[config.mk]
export PLATFORM = sky130hd
export DESIGN_NAME = clocked_serial_frame_capture
export DESIGN_NICKNAME = d
export VERILOG_FILES = /design/src/sv/cfsc_pkg.sv /design/src/sv/clocked_serial_frame_capture.sv /design/src/sv/cfsc_cfg.sv /design/src/sv/cfsc_core.sv
export SDC_FILE = /design/constraint.sdc
export NUM_CORES = 1
export LEC_CHECK = 0
export BUFFER_PORTS_ARGS = -buffer_cell sky130_fd_sc_hd__buf_4
export CAP_MARGIN = 20
export CORE_MARGIN = 2
export CORE_UTILIZATION = 55
export CTS_CLUSTER_SIZE = 8
export DETAILED_ROUTE_END_ITERATION = 12
export GPL_TIMING_DRIVEN = 0
export PLACE_DENSITY = 0.75
export SKIP_CTS_REPAIR_TIMING = 1
export SYNTH_ARGS = -nofsm -noshare
export SYNTH_HDL_FRONTEND = slang
export SYNTH_SLANG_ARGS = --single-unit
[constraint.sdc]
create_clock -name clk -period 9.6 [get_ports clk]
set_input_delay 1.92 -clock clk [delete_from_list [all_inputs] [get_ports clk]]
set_output_delay 1.92 -clock clk [all_outputs]
set_load 0.02 [all_outputs]
[src/sv/cfsc_pkg.sv]
package cfsc_pkg;

	// data and time sizing
	localparam int DATA_BITS = 32;
	localparam int TIME_BITS = 31;
	localparam int TS_W      = 31;
	localparam int WORD_W    = 32;
	localparam int CNT_W     = 6;
	localparam int CFG_IDX_W = 2;

	localparam logic [CNT_W-1:0]  FRAME_BITS_RESET = CNT_W'(24);
	localparam logic [WORD_W-1:0] ALL_ONES         = {WORD_W{1'b1}};
	localparam logic [TS_W-1:0]   TIME_MASK        = TS_W'((64'd1 << TIME_BITS) - 64'd1);
	localparam logic [CNT_W-1:0]  DATA_BITS_CNT    = CNT_W'(DATA_BITS);

	// configuration register indexes
	typedef enum logic [CFG_IDX_W-1:0] {
		REG_FRAME_BITS       = 2'd0,
		REG_MAX_CLOCK_PERIOD = 2'd1,
		REG_MIN_START_GAP    = 2'd2,
		REG_MAX_START_GAP    = 2'd3
	} reg_idx_t;

	// input item
	typedef struct packed {
		logic            cmd;
		logic [TS_W-1:0] timestamp;
		logic            data_level;
	} in_item_t;

	// result item
	typedef struct packed {
		logic [WORD_W-1:0] frame_data;
		logic [WORD_W-1:0] fastest_period;
		logic [WORD_W-1:0] slowest_period;
		logic [WORD_W-1:0] first_gap;
		logic [CNT_W-1:0]  bits_taken;
		logic              ready_res;
	} res_item_t;

	// configuration registers as seen by the capture logic
	typedef struct packed {
		logic [CNT_W-1:0]  frame_bits;
		logic [WORD_W-1:0] max_clock_period;
		logic [WORD_W-1:0] min_start_gap;
		logic [WORD_W-1:0] max_start_gap;
	} cfg_t;

endpackage

[src/sv/clocked_serial_frame_capture.sv]
// an input transfer reaches the result side through the input register and then the result
// register
// throughput: one item per cycle while the result is not stalled; the capture state is updated once per item
// a stalled result holds the result register and, behind it, the input register
// reset: asynchronous, active low; clears capture state and handshake valids,
// frame_bits returns to 24 and the other registers to zero
module clocked_serial_frame_capture (
	input  logic                            clk,
	input  logic                            arst_n,
	input  logic                            cfg_we,
	input  logic [cfsc_pkg::CFG_IDX_W-1:0]  cfg_index,
	input  logic [cfsc_pkg::WORD_W-1:0]     cfg_data,
	input  logic                            in_valid,
	output logic                            in_ready,
	input  cfsc_pkg::in_item_t              in_item,
	output logic                            out_valid,
	input  logic                            out_ready,
	output cfsc_pkg::res_item_t             out_item
);

	cfsc_pkg::cfg_t      cfg;
	cfsc_pkg::in_item_t  item_s1;
	cfsc_pkg::res_item_t res_nxt;
	cfsc_pkg::res_item_t res_s2;
	logic                valid_s1;
	logic                valid_s2;
	logic                advance;
	logic                step;

	// pipeline control
	assign advance  = !valid_s2 || out_ready;
	assign in_ready = !valid_s1 || advance;
	assign step     = valid_s1 && advance;

	cfsc_cfg u_cfg (
		.clk       (clk),
		.arst_n    (arst_n),
		.cfg_we    (cfg_we),
		.cfg_index (cfg_index),
		.cfg_data  (cfg_data),
		.cfg       (cfg)
	);

	cfsc_core u_core (
		.clk    (clk),
		.arst_n (arst_n),
		.cfg    (cfg),
		.step   (step),
		.item   (item_s1),
		.res    (res_nxt)
	);

	// input register
	always_ff @(posedge clk or negedge arst_n) begin
		if (!arst_n) begin
			valid_s1 <= 1'b0;
		end else if (in_ready) begin
			valid_s1 <= in_valid;
		end
	end

	always_ff @(posedge clk) begin
		if (in_valid && in_ready) begin
			item_s1 <= in_item;
		end
	end

	// result register
	always_ff @(posedge clk or negedge arst_n) begin
		if (!arst_n) begin
			valid_s2 <= 1'b0;
		end else if (advance) begin
			valid_s2 <= valid_s1;
		end
	end

	always_ff @(posedge clk) begin
		if (step) begin
			res_s2 <= res_nxt;
		end
	end

	assign out_valid = valid_s2;
	assign out_item  = res_s2;

	// no state update while a result is stalled
	a_no_step_on_stall: assert property (@(posedge clk) disable iff (!arst_n)
		(valid_s2 && !out_ready) |-> !step)
		else $error("capture state advanced while result stalled");

	// an accepted transfer always lands in the input register
	a_input_captured: assert property (@(posedge clk) disable iff (!arst_n)
		(in_valid && in_ready) |=> valid_s1)
		else $error("accepted transfer lost");

	// a complete frame has at least one bit
	a_ready_has_bits: assert property (@(posedge clk) disable iff (!arst_n)
		(out_valid && out_item.ready_res) |-> (out_item.bits_taken != '0))
		else $error("frame complete with no bits");

	// bit count never passes the data width
	a_count_bound: assert property (@(posedge clk) disable iff (!arst_n)
		out_valid |-> (out_item.bits_taken <= cfsc_pkg::DATA_BITS_CNT))
		else $error("bit count beyond data width");

endmodule

[src/sv/cfsc_cfg.sv]
module cfsc_cfg (
	input  logic                                clk,
	input  logic                                arst_n,
	input  logic                                cfg_we,
	input  logic [cfsc_pkg::CFG_IDX_W-1:0]      cfg_index,
	input  logic [cfsc_pkg::WORD_W-1:0]         cfg_data,
	output cfsc_pkg::cfg_t                      cfg
);

	cfsc_pkg::cfg_t cfg_q;

	// register writes
	always_ff @(posedge clk or negedge arst_n) begin
		if (!arst_n) begin
			cfg_q.frame_bits       <= cfsc_pkg::FRAME_BITS_RESET;
			cfg_q.max_clock_period <= '0;
			cfg_q.min_start_gap    <= '0;
			cfg_q.max_start_gap    <= '0;
		end else if (cfg_we) begin
			case (cfsc_pkg::reg_idx_t'(cfg_index))
				cfsc_pkg::REG_FRAME_BITS: begin
					cfg_q.frame_bits <= cfg_data[cfsc_pkg::CNT_W-1:0];
				end
				cfsc_pkg::REG_MAX_CLOCK_PERIOD: begin
					cfg_q.max_clock_period <= cfg_data;
				end
				cfsc_pkg::REG_MIN_START_GAP: begin
					cfg_q.min_start_gap <= cfg_data;
				end
				cfsc_pkg::REG_MAX_START_GAP: begin
					cfg_q.max_start_gap <= cfg_data;
				end
				default: begin
				end
			endcase
		end
	end

	assign cfg = cfg_q;

endmodule

[src/sv/cfsc_core.sv]
module cfsc_core (
	input  logic                 clk,
	input  logic                 arst_n,
	input  cfsc_pkg::cfg_t       cfg,
	input  logic                 step,
	input  cfsc_pkg::in_item_t   item,
	output cfsc_pkg::res_item_t  res
);

	// capture state
	logic [cfsc_pkg::TS_W-1:0]      last_time_q, last_time_nxt;
	logic [cfsc_pkg::DATA_BITS-1:0] shift_q, shift_nxt;
	logic [cfsc_pkg::CNT_W-1:0]     idx_q, idx_nxt;
	logic [cfsc_pkg::WORD_W-1:0]    min_q, min_nxt;
	logic [cfsc_pkg::WORD_W-1:0]    max_q, max_nxt;
	logic [cfsc_pkg::WORD_W-1:0]    gap_q, gap_nxt;
	logic                           done_q, done_nxt;

	logic [cfsc_pkg::TS_W-1:0]      now;
	logic [cfsc_pkg::WORD_W-1:0]    period;
	logic                           out_window;
	logic                           too_slow;
	logic                           restart;
	logic [cfsc_pkg::CNT_W-1:0]     limit;
	logic [cfsc_pkg::CNT_W-1:0]     cur_idx;
	logic [cfsc_pkg::DATA_BITS-1:0] base_data;

	// period and qualification
	assign now        = item.timestamp & cfsc_pkg::TIME_MASK;
	assign period     = cfsc_pkg::WORD_W'(now) - cfsc_pkg::WORD_W'(last_time_q);
	assign out_window = (period < cfg.min_start_gap) || (period > cfg.max_start_gap);
	assign too_slow   = period > cfg.max_clock_period;
	assign restart    = (idx_q == '0) || too_slow;
	assign limit      = (cfg.frame_bits > cfsc_pkg::DATA_BITS_CNT) ?
		cfsc_pkg::DATA_BITS_CNT : cfg.frame_bits;
	assign cur_idx    = restart ? '0 : idx_q;
	assign base_data  = restart ? '0 : shift_q;

	// next state
	always_comb begin
		last_time_nxt = last_time_q;
		shift_nxt     = shift_q;
		idx_nxt       = idx_q;
		min_nxt       = min_q;
		max_nxt       = max_q;
		gap_nxt       = gap_q;
		done_nxt      = done_q;
		if (item.cmd) begin
			shift_nxt = '0;
			idx_nxt   = '0;
			min_nxt   = cfsc_pkg::ALL_ONES;
			max_nxt   = '0;
			done_nxt  = 1'b0;
		end else if (!done_q) begin
			last_time_nxt = now;
			if (!((idx_q == '0) && out_window)) begin
				if (restart) begin
					min_nxt = cfsc_pkg::ALL_ONES;
					max_nxt = '0;
					gap_nxt = period;
				end else begin
					if (period < min_q) begin
						min_nxt = period;
					end
					if (period > max_q) begin
						max_nxt = period;
					end
				end
				// bits past the data width shift out to nothing
				shift_nxt = base_data | (cfsc_pkg::DATA_BITS'(item.data_level) << cur_idx);
				idx_nxt   = cur_idx + cfsc_pkg::CNT_W'(1);
				done_nxt  = idx_nxt >= limit;
			end
		end
	end

	// state registers
	always_ff @(posedge clk or negedge arst_n) begin
		if (!arst_n) begin
			last_time_q <= '0;
			shift_q     <= '0;
			idx_q       <= '0;
			min_q       <= '0;
			max_q       <= '0;
			gap_q       <= '0;
			done_q      <= 1'b0;
		end else if (step) begin
			last_time_q <= last_time_nxt;
			shift_q     <= shift_nxt;
			idx_q       <= idx_nxt;
			min_q       <= min_nxt;
			max_q       <= max_nxt;
			gap_q       <= gap_nxt;
			done_q      <= done_nxt;
		end
	end

	// result shows the state after the transfer
	assign res.frame_data     = cfsc_pkg::WORD_W'(shift_nxt);
	assign res.fastest_period = min_nxt;
	assign res.slowest_period = max_nxt;
	assign res.first_gap      = gap_nxt;
	assign res.bits_taken     = idx_nxt;
	assign res.ready_res      = done_nxt;

endmodule

==> results_dict.tcl <==
set metrics [dict create \
    rows 74 \
    status "finished clean" \
    p_per_area_mw_per_mm2 315 \
    r2r_end "out_item[0]" \
    async_flop_share_pct 61.6 \
    worst_slew_pin_slew_ns 1.18 \
    crit_top_cell "ha_1" \
    synth.area.top_cells "dfrtp_1, edfxtp_1, ha_1" \
    setup_slack_ns 1.91 \
    ys_ff_latch 438 \
    crit_path_max_incr_delay_ns 0.91 \
    dr.pass1.iters 5 \
    peakVddDrop_v 0.000202 \
    hold_path.class "register to register" \
    clockPowerShare_pct 22.7 \
    drtIter0Drc 1094 \
    syn_inst 1948 \
    cp_slowest_cell "o211ai_1" \
    timing.rr.start "item_s1[1]" \
    hpwlAfterDp_mm 43.0 \
    internal_power_uw 5150 \
    antenna_found_initial 1 \
    finClkSkew_ns 0.0305 \
    fin_nets 2515 \
    whs_path_depth 1 \
    synth-edff-count 168 \
    wirelength_mm 58.1 \
    gp_congestion 0.974 \
    crit_path_end_kind "register" \
    place_ws_ns 1.98 \
    final_common_cell "dfrtp_1" \
    seqPwrFrac_pct 30.7 \
    power_switching_uw 3380 \
    numClockSinks 438 \
    swShare_pct 39.6 \
    worst-path-max-fanout 11 \
    slew-limit-headroom_pct 21.3 \
    dp.cells 2707 \
    ys_seq_area_share_pct 51.6 \
    dominantRegCellSynth "dfrtp_1" \
    die_w_um 208 \
    area_growth_syn_to_layout_pct 18.3 \
    drc 0 \
    grt_max_degree 107 \
    htree_levels 2 \
    wl_per_cell_um 20.6 \
    fin_crit_ns 7.69 \
    core-area_mm2 0.0409 \
    setup_viol 0 \
    ant_nets 0 \
    io_buffers 208 \
    viasPerCell 5.86 \
    drive_above_1_share_pct 23.9 \
    setup.worst_path.start_class "register" \
    period_share_pct 80.1 \
    cts_tree "built" \
    clk_path_buf_depth 3 \
    insertion_delay_ns 0.62 \
    syn_area_mm2 0.0229 \
    static-leakage-power_uw 0.0123 \
    io_pins 209 \
    synthesis.nets 2217 \
    slew_violations 0 \
    start_util_pct 55.9 \
    crit_required_ns 9.91 \
    finalSetupTns_ns 0 \
    worst-r2r-setup-slack_ns 1.91 \
    die-area_mm2 0.0433 \
    grt_usage_pct 26.8 \
    holdPathEnd "u_core.min_q[26]" \
    die_y_um 208 \
    vias 16500 \
    syn_avg_cell_area_um2 11.8 \
    finalNonFillerCells 2818 \
    synth.distinct_cells 81 \
    layout_common_cells "dfrtp_1, buf_4, inv_1" \
    grt_pass1_wl_mm 91.7 \
    yosys.area.top_type "dfrtp_1" \
    hold_viol 0 \
    drv_cap 0 \
    synth_warnings 0 \
    place_area_mm2 0.0253 \
    finalInstanceArea_mm2 0.0271 \
    r2r_cells 29 \
    clkSlewWorstSetupHoldPaths_ns 0.05 \
    synth_top_area_share_pct 29.3 \
    max_freq_ghz 0.130 \
    worstHoldStart "u_core.min_q[26]" \
    clockRootBuffer "clkbuf_16" \
    cts_buffers 60 \
    grt_setup_unrepaired "no" \
    power_frac_comb_pct 46.6 \
    path_class "register to register" \
    critical_path_arrival_ns 8.00 \
    grt_pass1_vias 17000 \
    overflow 0 \
]
==> final cells by class <==
cell class                      instances  area, µm²
Timing Repair Buffer                  236       1850
Clock inverter                          2       25.0
Sequential cell                       438      11800
Tap cell                              532        666
Inverter                              201        759
Fill cell                            3071      13800
Multi-Input combinational cell       1232       9940
Antenna cell                            1       2.50
Buffer                                 77        390
Clock buffer                           99       1650
==> registers in the layout (all words and copies together), names as in the netlist <==
signal,count
u_core.min_q,32
u_core.last_time_q,31
u_cfg.cfg,102
u_core.max_q,32
out_valid,1
u_core.shift_q,32
out_item,135
u_core.idx_q,6
u_core.gap_q,32
valid_s1,1
item_s1,33
u_core.done_q,1
==> critical path, delay by kind of cell, from the launching register on <==
kind,cells,cell delay (ns)
DFF,1,0.35
and+or+nand+nor,10,1.64
xor gates and xnor gates,1,0.36
adders and majority gates,5,1.57
AOI/OAI and AO/OA,11,3.26
buffers and inverters,2,0.19
==> power by group through the flow <==
stage | Clock, µW | Sequential (µW) | Combinational, µW
after floorplan | 0 | 2770 | 2430
after global placement | 0 | 2630 | 3650
after detailed placement | 0 | 2640 | 3860
after CTS | 1960 | 2620 | 3890
after global routing | 2040 | 2660 | 4350
final | 1940 | 2620 | 3980
==> Yosys cell counts (4+ instances only) <==
| master | n |
|---|---|
| buf_1 | 4 |
| a32o_1 | 10 |
| nor4_1 | 6 |
| clkbuf_1 | 28 |
| mux2_2 | 165 |
| a21oi_1 | 80 |
| nand3_1 | 13 |
| o22a_1 | 33 |
| a211oi_1 | 13 |
| buf_6 | 4 |
| and3_1 | 6 |
| and2_1 | 8 |
| a21o_1 | 60 |
| o21bai_1 | 5 |
| dfrtp_1 | 268 |
| nor3_2 | 5 |
| o21ai_0 | 70 |
| buf_2 | 33 |
| or3_1 | 5 |
| o2bb2ai_1 | 4 |
| nand2_1 | 117 |
| nor3_1 | 10 |
| buf_4 | 8 |
| o211ai_1 | 37 |
| nor2_1 | 100 |
| ha_1 | 196 |
| nand2b_1 | 13 |
| a211o_1 | 6 |
| nand4_1 | 31 |
| nor2b_1 | 13 |
| mux2i_1 | 24 |
| nor4_2 | 4 |
| o21a_1 | 14 |
| edfxtp_1 | 168 |
| a31oi_1 | 9 |
| a22oi_1 | 27 |
| inv_1 | 201 |
| xnor2_1 | 19 |
| a22o_1 | 60 |
| xor2_1 | 11 |
==> per-stage QoR <==
stage	hold WS (ns)	util, %	total power [µW]
after floorplan	0.446	-	5200
after global routing	0.503	66.2	9040
after CTS	0.488	66.0	8470
final	0.487	66.2	8530
after detailed placement	0.477	61.9	6500
after global placement	0.469	61.4	6290
==> worst max path at each step <==
stage	slack [ns]	start	end
final	1.91	item_s1[1]	out_item[0]
after global routing	1.42	item_s1[1]	out_item[0]
after CTS	1.96	item_s1[1]	out_item[0]
after detailed placement	1.98	item_s1[1]	out_item[0]
after global placement	0.97	out_ready	u_core.gap_q[22]
after floorplan	3.15	out_ready	u_core.gap_q[10]
==> per-layer routing <==
layer | vias to the layer above | share of wire [%] | track usage, %
met3 | 129 | 6.1 | 4.97
li1 | 7706 | - | -
met4 | 0 | 3.4 | 9.12
met1 | 8126 | 42 | 35.1
met5 | - | 0 | 0
met2 | 543 | 48 | 45.0
==> cells by family after synthesis <==
group                    after synthesis  share of synthesized area, %
buffers and inverters                278                          5.00
XOR/XNOR                              30                          1.15
AO/OA/AOI/OAI                        462                          14.6
flip-flops                           438                          51.6
multiplexers                         189                          9.17
AND/OR/NAND/NOR                      354                          7.75
adder cells (fa/ha/maj)              197                          10.8
No activity file was read; power rests on OpenSTA's default activity.
